===== config.mk =====
export PLATFORM = sky130hd
export DESIGN_NAME = ipid_regs
export DESIGN_NICKNAME = d
export VERILOG_FILES = /design/src/rtl/core/ipid_pkg.sv /design/src/rtl/core/ipid_regs.sv
export SDC_FILE = /design/constraint.sdc
export NUM_CORES = 1
export LEC_CHECK = 0
export BUFFER_PORTS_ARGS = -buffer_cell sky130_fd_sc_hd__buf_4
export CORE_UTILIZATION = 50
export DETAILED_ROUTE_END_ITERATION = 12
export PLACE_DENSITY = 0.79
export SYNTH_ARGS = -nofsm -noshare
export SYNTH_HDL_FRONTEND = slang
export SYNTH_SLANG_ARGS = --single-unit

===== constraint.sdc =====
create_clock -name clk -period 1.03 [get_ports clk]
set_input_delay 0.103 -clock clk [delete_from_list [all_inputs] [get_ports clk]]
set_output_delay 0.103 -clock clk [all_outputs]
set_load 0.05 [all_outputs]

===== src/rtl/core/ipid_pkg.sv =====
// Shared types and constants for the four-motor incremental PID speed loop.
// Used by the register file, the motor lanes and the top level; no dependencies.
`default_nettype none

package ipid_pkg;

  // Number of motors served by one item; the item layout below is built for it.
  localparam int MOTOR_COUNT = 4;

  // Default number of fraction bits in the gains and in the accumulator.
  localparam int GAIN_FRAC_BITS_DEF = 8;

  localparam int SPEED_W = 16;
  localparam int DRIVE_W = 16;
  localparam int ERR_W   = SPEED_W + 1;
  localparam int DIFF_W  = SPEED_W + 3;
  localparam int GAIN_W  = 16;
  localparam int LIMIT_W = 15;
  localparam int PROD_W  = GAIN_W + 1 + DIFF_W;

  localparam int CFG_IDX_W  = 2;
  localparam int CFG_DATA_W = 16;

  localparam logic [LIMIT_W-1:0] OUTPUT_MAX_RESET = LIMIT_W'(16384);

  // Configuration register indexes.
  typedef enum logic [CFG_IDX_W-1:0] {
    REG_KP         = 2'd0,
    REG_KI         = 2'd1,
    REG_KD         = 2'd2,
    REG_OUTPUT_MAX = 2'd3
  } cfg_reg_e;

  // One input item: target and measured speed of every motor.
  typedef struct packed {
    logic signed [SPEED_W-1:0] setpoint_0;
    logic signed [SPEED_W-1:0] setpoint_1;
    logic signed [SPEED_W-1:0] setpoint_2;
    logic signed [SPEED_W-1:0] setpoint_3;
    logic signed [SPEED_W-1:0] measured_0;
    logic signed [SPEED_W-1:0] measured_1;
    logic signed [SPEED_W-1:0] measured_2;
    logic signed [SPEED_W-1:0] measured_3;
  } speed_t;

  // One result item: drive output of every motor.
  typedef struct packed {
    logic signed [DRIVE_W-1:0] drive_0;
    logic signed [DRIVE_W-1:0] drive_1;
    logic signed [DRIVE_W-1:0] drive_2;
    logic signed [DRIVE_W-1:0] drive_3;
  } drive_t;

  // Gains and limit shared by all lanes.
  typedef struct packed {
    logic [GAIN_W-1:0]  kp;
    logic [GAIN_W-1:0]  ki;
    logic [GAIN_W-1:0]  kd;
    logic [LIMIT_W-1:0] output_max;
  } gains_t;

  // Pipeline strobes from the control logic to the lanes.
  typedef struct packed {
    logic accept;
    logic advance;
  } lane_ctrl_t;

endpackage

`default_nettype wire


===== src/rtl/core/ipid_regs.sv =====
// Configuration registers of the incremental PID loop: gains and output limit.
// Depends on ipid_pkg for the register indexes and the gains_t type.
`default_nettype none

module ipid_regs (
  input  wire logic                               clk,
  input  wire logic                               rst,
  input  wire logic                               cfg_write,
  input  wire logic [ipid_pkg::CFG_IDX_W-1:0]     cfg_index,
  input  wire logic [ipid_pkg::CFG_DATA_W-1:0]    cfg_data,
  output ipid_pkg::gains_t                        gains
);

  // Decode the index and keep the written value, masked to the register width.
  always_ff @(posedge clk) begin
    if (rst) begin
      gains.kp         <= '0;
      gains.ki         <= '0;
      gains.kd         <= '0;
      gains.output_max <= ipid_pkg::OUTPUT_MAX_RESET;
    end else if (cfg_write) begin
      unique case (cfg_index)
        ipid_pkg::REG_KP:         gains.kp <= cfg_data[ipid_pkg::GAIN_W-1:0];
        ipid_pkg::REG_KI:         gains.ki <= cfg_data[ipid_pkg::GAIN_W-1:0];
        ipid_pkg::REG_KD:         gains.kd <= cfg_data[ipid_pkg::GAIN_W-1:0];
        ipid_pkg::REG_OUTPUT_MAX: gains.output_max <= cfg_data[ipid_pkg::LIMIT_W-1:0];
        default: ;
      endcase
    end
  end

endmodule

`default_nettype wire


# After elaboration in Yosys (flattened, before gate mapping)
# Cells that the tools add are included.
[op_classes] addsub=0 multipliers=0 div_mod_pow=0 magnitude_cmp=0 eq_ne=3 shift=0 muxes=0 bitwise=0 reduce_logical=5
[op_table] cell="2-bit AND reduction" n=4
[op_table] cell="2-bit equality test (second input constant)" n=2
[op_table] cell="2-bit by 1-bit equality test with 1-bit output (second input constant)" n=1
[op_table] cell="2-bit logical NOT" n=1
[totals] regBits=63 latchBits=0 mem_bits_rw=0 mem_bits_ro=0 inputBits=21 output_inout_bits=63 wordCells=12 n_memories=0

# Logic depth before layout (Yosys ltp)
[depth] ltp_word=2 ltp_mapped=4 depth_no_buf=2

# Worst setup path after synthesis
# OpenSTA, ideal clock, no wires.
[synth_timing] path_type="register -> register" from="register, netlist name gains[14]" to="register gains[14] (netlist name)" setup_time_ns=0.072 t_arrival_ns=0.817 required_time_ns=0.958 slack_ns=0.141 path_stages_with_launch=3 period_less_slack_ns=0.889 path_cell_list="dfxtp_1 > nor2_1 > mux2i_1"
[synth_rtl] element="end, declared" line_no="ipid_regs.sv:11" rtl="output ipid_pkg::gains_t gains"

# Worst setup path in the final report
[layout_timing] from="register gains[54] (netlist name)" to="output gains[54] (netlist name)"
# No word-level cell between the ends.

==> flow_summary.html <==
<table>
<tr><th>Metric</th><th>Value</th></tr>
<tr><th colspan="2">GRT</th></tr>
<tr><td>Antenna violations before repair</td><td>0</td></tr>
<tr><td>Via count of the first global-routing pass</td><td>approximately 1,800</td></tr>
<tr><td>Total grt overflow</td><td>0</td></tr>
<tr><td>Largest net degree at the start of global routing</td><td>between 40 and 50</td></tr>
<tr><td>First-pass GRT wire length</td><td>~8.6 mm</td></tr>
<tr><td>Total routing usage reported by global routing</td><td>between 20 and 25%</td></tr>
<tr><th colspan="2">Route</th></tr>
<tr><td>Via count</td><td>1,848</td></tr>
<tr><td>Residual antenna-violating net count after detailed routing</td><td>0</td></tr>
<tr><td>Initial DRT Pass Iterations</td><td>4</td></tr>
<tr><td>DR iter-0 viols</td><td>56</td></tr>
<tr><td>DRC violation count after routing</td><td>0</td></tr>
<tr><td>Routed via count divided by cell count</td><td>approximately 4.8</td></tr>
<tr><td>Per-cell routed wire length</td><td>approximately 14 um</td></tr>
<tr><td>Routed wire length</td><td>~5.4 mm</td></tr>
<tr><th colspan="2">Floorplanning</th></tr>
<tr><td>Die area</td><td>between 5000 and 6000 um2</td></tr>
<tr><td>Starting Density</td><td>a little over half</td></tr>
<tr><td>Core Area</td><td>4790 um2</td></tr>
<tr><td>Number of rows in the core area</td><td>25</td></tr>
<tr><td>I/O Pins</td><td>84</td></tr>
<tr><td>Width of the die</td><td>between 70 and 80 um</td></tr>
<tr><td>Die outline height</td><td>about 73 um</td></tr>
<tr><th colspan="2">Critical path</th></tr>
<tr><td>Kind of capture point of the worst setup path</td><td>primary output</td></tr>
<tr><td>Worst reg-to-reg setup slack</td><td>between 0.3 and 0.4 ns</td></tr>
<tr><td>CP startpoint kind</td><td>register</td></tr>
<tr><td>Cell with the largest stage delay on the worst path</td><td>dfxtp_1</td></tr>
<tr><td>Largest stage delay on the critical path</td><td>approximately 0.36 ns</td></tr>
<tr><td>CP Data Required Time</td><td>~0.93 ns</td></tr>
<tr><td>Beginning of the critical path</td><td>gains[54]</td></tr>
<tr><td>Chain of cells forming the critical path</td><td>buf_4</td></tr>
<tr><td>Worst path top cell family by delay</td><td>flip-flops</td></tr>
<tr><td>Worst Setup Path Type</td><td>register to primary output</td></tr>
<tr><td>Startpoint of the lowest-slack register-to-register path</td><td>gains[24]</td></tr>
<tr><td>Top fanout value on the critical path</td><td>2</td></tr>
<tr><td>Sum of buffers and inverters on the critical path</td><td>1</td></tr>
<tr><td>Arrival time worst endpoint</td><td>~0.90 ns</td></tr>
<tr><th colspan="2">Synth</th></tr>
<tr><td>Number of nets produced by synthesis</td><td>248</td></tr>
<tr><td>Synthesized instance count</td><td>roughly 230</td></tr>
<tr><td>Combined area of all synthesized cells</td><td>approximately 2500 um2</td></tr>
<tr><td>Yosys Warn Count</td><td>0</td></tr>
<tr><td>Share of synthesized cell area in full adder, half adder and majority cells</td><td>0%</td></tr>
<tr><td>Portion of synthesized cell area occupied by the leading cell type</td><td>between 50% and 60%</td></tr>
<tr><td>Xor-xnor portion of the synthesized cell area</td><td>0%</td></tr>
<tr><td>Post-synthesis mux area share</td><td>~25%</td></tr>
<tr><td>Share of the yosys chip area belonging to registers</td><td>about half</td></tr>
<tr><td>Fraction of synthesis flops using an asynchronous set or reset pin</td><td>0%</td></tr>
<tr><td>Leading area contributor after synthesis</td><td>dfxtp_1</td></tr>
<tr><td>Mean Syn Cell Area</td><td>11.1 um2</td></tr>
<tr><td>Unique cell type count in the Yosys netlist</td><td>13</td></tr>
<tr><td>Most used DFF post-synth</td><td>dfxtp_1</td></tr>
<tr><td>Register bit total from synthesis</td><td>63</td></tr>
<tr><td>EDFF count, synth</td><td>0</td></tr>
<tr><td>Largest cells by area after synthesis</td><td>dfxtp_1 50%, mux2i_1 25%, nand2b_1 19%</td></tr>
<tr><td>Synthesized-area fraction occupied by and/or/nand/nor cells</td><td>a little over a fifth</td></tr>
<tr><td>Main combinational cell family by area after synthesis</td><td>multiplexers</td></tr>
<tr><td>Post-synthesis compound-gate area fraction</td><td>0%</td></tr>
<tr><th colspan="2">Final layout</th></tr>
<tr><td>Design area</td><td>3510 um2</td></tr>
<tr><td>Most flops, register</td><td>gains</td></tr>
<tr><td>Total inserted antenna cells</td><td>0</td></tr>
<tr><td>Fraction of final layout cells sized beyond drive strength 1</td><td>about a third</td></tr>
<tr><td>Final non-filler cell total</td><td>between 300 and 400</td></tr>
<tr><td>Biggest registers after layout</td><td>gains x63</td></tr>
<tr><td>Area grow syn2layout</td><td>39.7%</td></tr>
<tr><td>Number of flip-flops in the largest register</td><td>63</td></tr>
<tr><td>Nets</td><td>~340</td></tr>
<tr><th colspan="2">Timing</th></tr>
<tr><td>Setup_tns</td><td>0 ns</td></tr>
<tr><td>Post-layout minimum cycle time</td><td>about 1 ns</td></tr>
<tr><td>Slew at the pin with the worst max-slew slack</td><td>between 0.3 and 0.4 ns</td></tr>
<tr><td>Unrepaired setup endpoints after global routing</td><td>false</td></tr>
<tr><td>F_max</td><td>about 1000 MHz</td></tr>
<tr><td>Final clock period utilization by the worst path</td><td>between 90% and 100%</td></tr>
<tr><td>Worst slew margin relative to its limit</td><td>79.4%</td></tr>
<tr><td>Total count of max-transition violations in the final report</td><td>0</td></tr>
<tr><td>Count of final hold-check violations</td><td>0</td></tr>
<tr><td>Fin Clk Skew</td><td>0 ns</td></tr>
<tr><td>Number of setup violations in the final report</td><td>0</td></tr>
<tr><th colspan="2">Power</th></tr>
<tr><td>Power density over the cells</td><td>1650 nW/um2</td></tr>
<tr><td>Peak supply drop</td><td>1.12 mV</td></tr>
<tr><td>Total Power Consumption</td><td>5790 uW</td></tr>
<tr><td>Leakage power figure</td><td>roughly 0.0017 uW</td></tr>
<tr><th colspan="2">Clock network</th></tr>
<tr><td>H-tree lvl count</td><td>3</td></tr>
<tr><td>TritonCTS clock tree</td><td>built</td></tr>
<tr><td>Buffers inserted by post-CTS timing repair</td><td>0</td></tr>
<tr><td>Num CTS Buffers</td><td>9</td></tr>
<tr><td>Clock-pin transition on the worst setup and hold timing paths</td><td>roughly 0.060 ns</td></tr>
<tr><td>Post-CTS Resized</td><td>0</td></tr>
<tr><td>Worst skew pair latency</td><td>about 0.33 ns</td></tr>
<tr><td>Hold_buf cts</td><td>0</td></tr>
<tr><td>Number of clock sinks</td><td>63</td></tr>
<tr><td>Library cell used as clock root buffer</td><td>clkbuf_8</td></tr>
<tr><td>Buffer depth of the longest clock path</td><td>2</td></tr>
<tr><th colspan="2">Placement</th></tr>
<tr><td>Routability cong.</td><td>approximately 0.71</td></tr>
<tr><td>Count of input and output buffers</td><td>83</td></tr>
<tr><td>Post-DP HPWL</td><td>3.74 mm</td></tr>
<tr><td>Placed cell areas</td><td>3260 um2</td></tr>
<tr><td>Count of placed standard cells including taps</td><td>approximately 370</td></tr>
<tr><th colspan="2">Run</th></tr>
<tr><td>Count of max-cap constraint violations</td><td>0</td></tr>
<tr><th colspan="2">Outcome</th></tr>
<tr><td>Result of the run</td><td>finished clean</td></tr>
<tr><th colspan="2">Hold path</th></tr>
<tr><td>HP Class</td><td>input port to register</td></tr>
<tr><td>HP Start</td><td>cfg_data[14]</td></tr>
</table>
==> routing by layer <==
metal	wire length, um	track usage (%)	up-vias
met2	2550	34.6	48
met1	2520	27.2	872
li1	-	-	920
met3	287	8.98	8
met4	82	9.15	0
met5	0	0	-
==> cells by family (layout without fill, tap and decap cells) <==
logic type             Yosys count  in the layout
buffers and inverters           15            108
flip-flops                      63             63
multiplexers                    63             63
AND/OR/NAND/NOR                 86             86
==> worst paths after layout <==
check               to  cells past startpoint
min reg2reg  gains[30]                      2
min          gains[14]                      3
max reg2reg  gains[24]                      2
max          gains[54]                      1
==> stage by stage <==
step / setup slack [ns] / util, % / hold slack [ns]
6_report: 0.0288 / 73.4 / 0.0504
5_1_grt: 0.000501 / 73.4 / 0.0391
4_1_cts: 0.0132 / 72.7 / 0.0419
3_5_place_dp: -0.0123 / 68.0 / 0.384
3_3_place_gp: 0.00941 / 68.0 / 0.378
2_1_floorplan: 0.141 / - / 0.264
==> report_power, final <==
group / total [uW] / internal, uW / leakage, uW / switching [uW]
clock: 2390 / 1490 / 0.000114 / 893
combinational: 833 / 326 / 0.00111 / 506
sequential: 2570 / 2520 / 0.000512 / 50.7
total: 5790 / 4340 / 0.00174 / 1450
==> cells in the mapped netlist (2+ instances only) <==
master and instances:
buf_2 4, buf_4 2, clkbuf_1 8, dfxtp_1 63, mux2i_1 63, nand2b_1 78
nand3b_1 2, nor2_1 2
==> area by class of cell <==
cell class / count / area, um2
clock inverter: 3 / 65.1
fill: 374 / 1270
clock buffer: 13 / 159
multi-input combinational: 149 / 1180
sequential: 63 / 1260
tap: 67 / 83.8
timing repair buffer: 92 / 762
==> cells in the final DEF (no fill, tap or decap) <==
cell type	instances
buf_4	80
nand2b_1	78
mux2i_1	63
dfxtp_1	63
clkbuf_8	11
buf_6	9
buf_12	3
nand3b_1	2
nor2_1	2
bufinv_16	2
clkbuf_1	2
nor3b_2	1
and3b_2	1
nand3_2	1
or3b_1	1
clkinv_2	1
(Power assumes the default switching activity.)
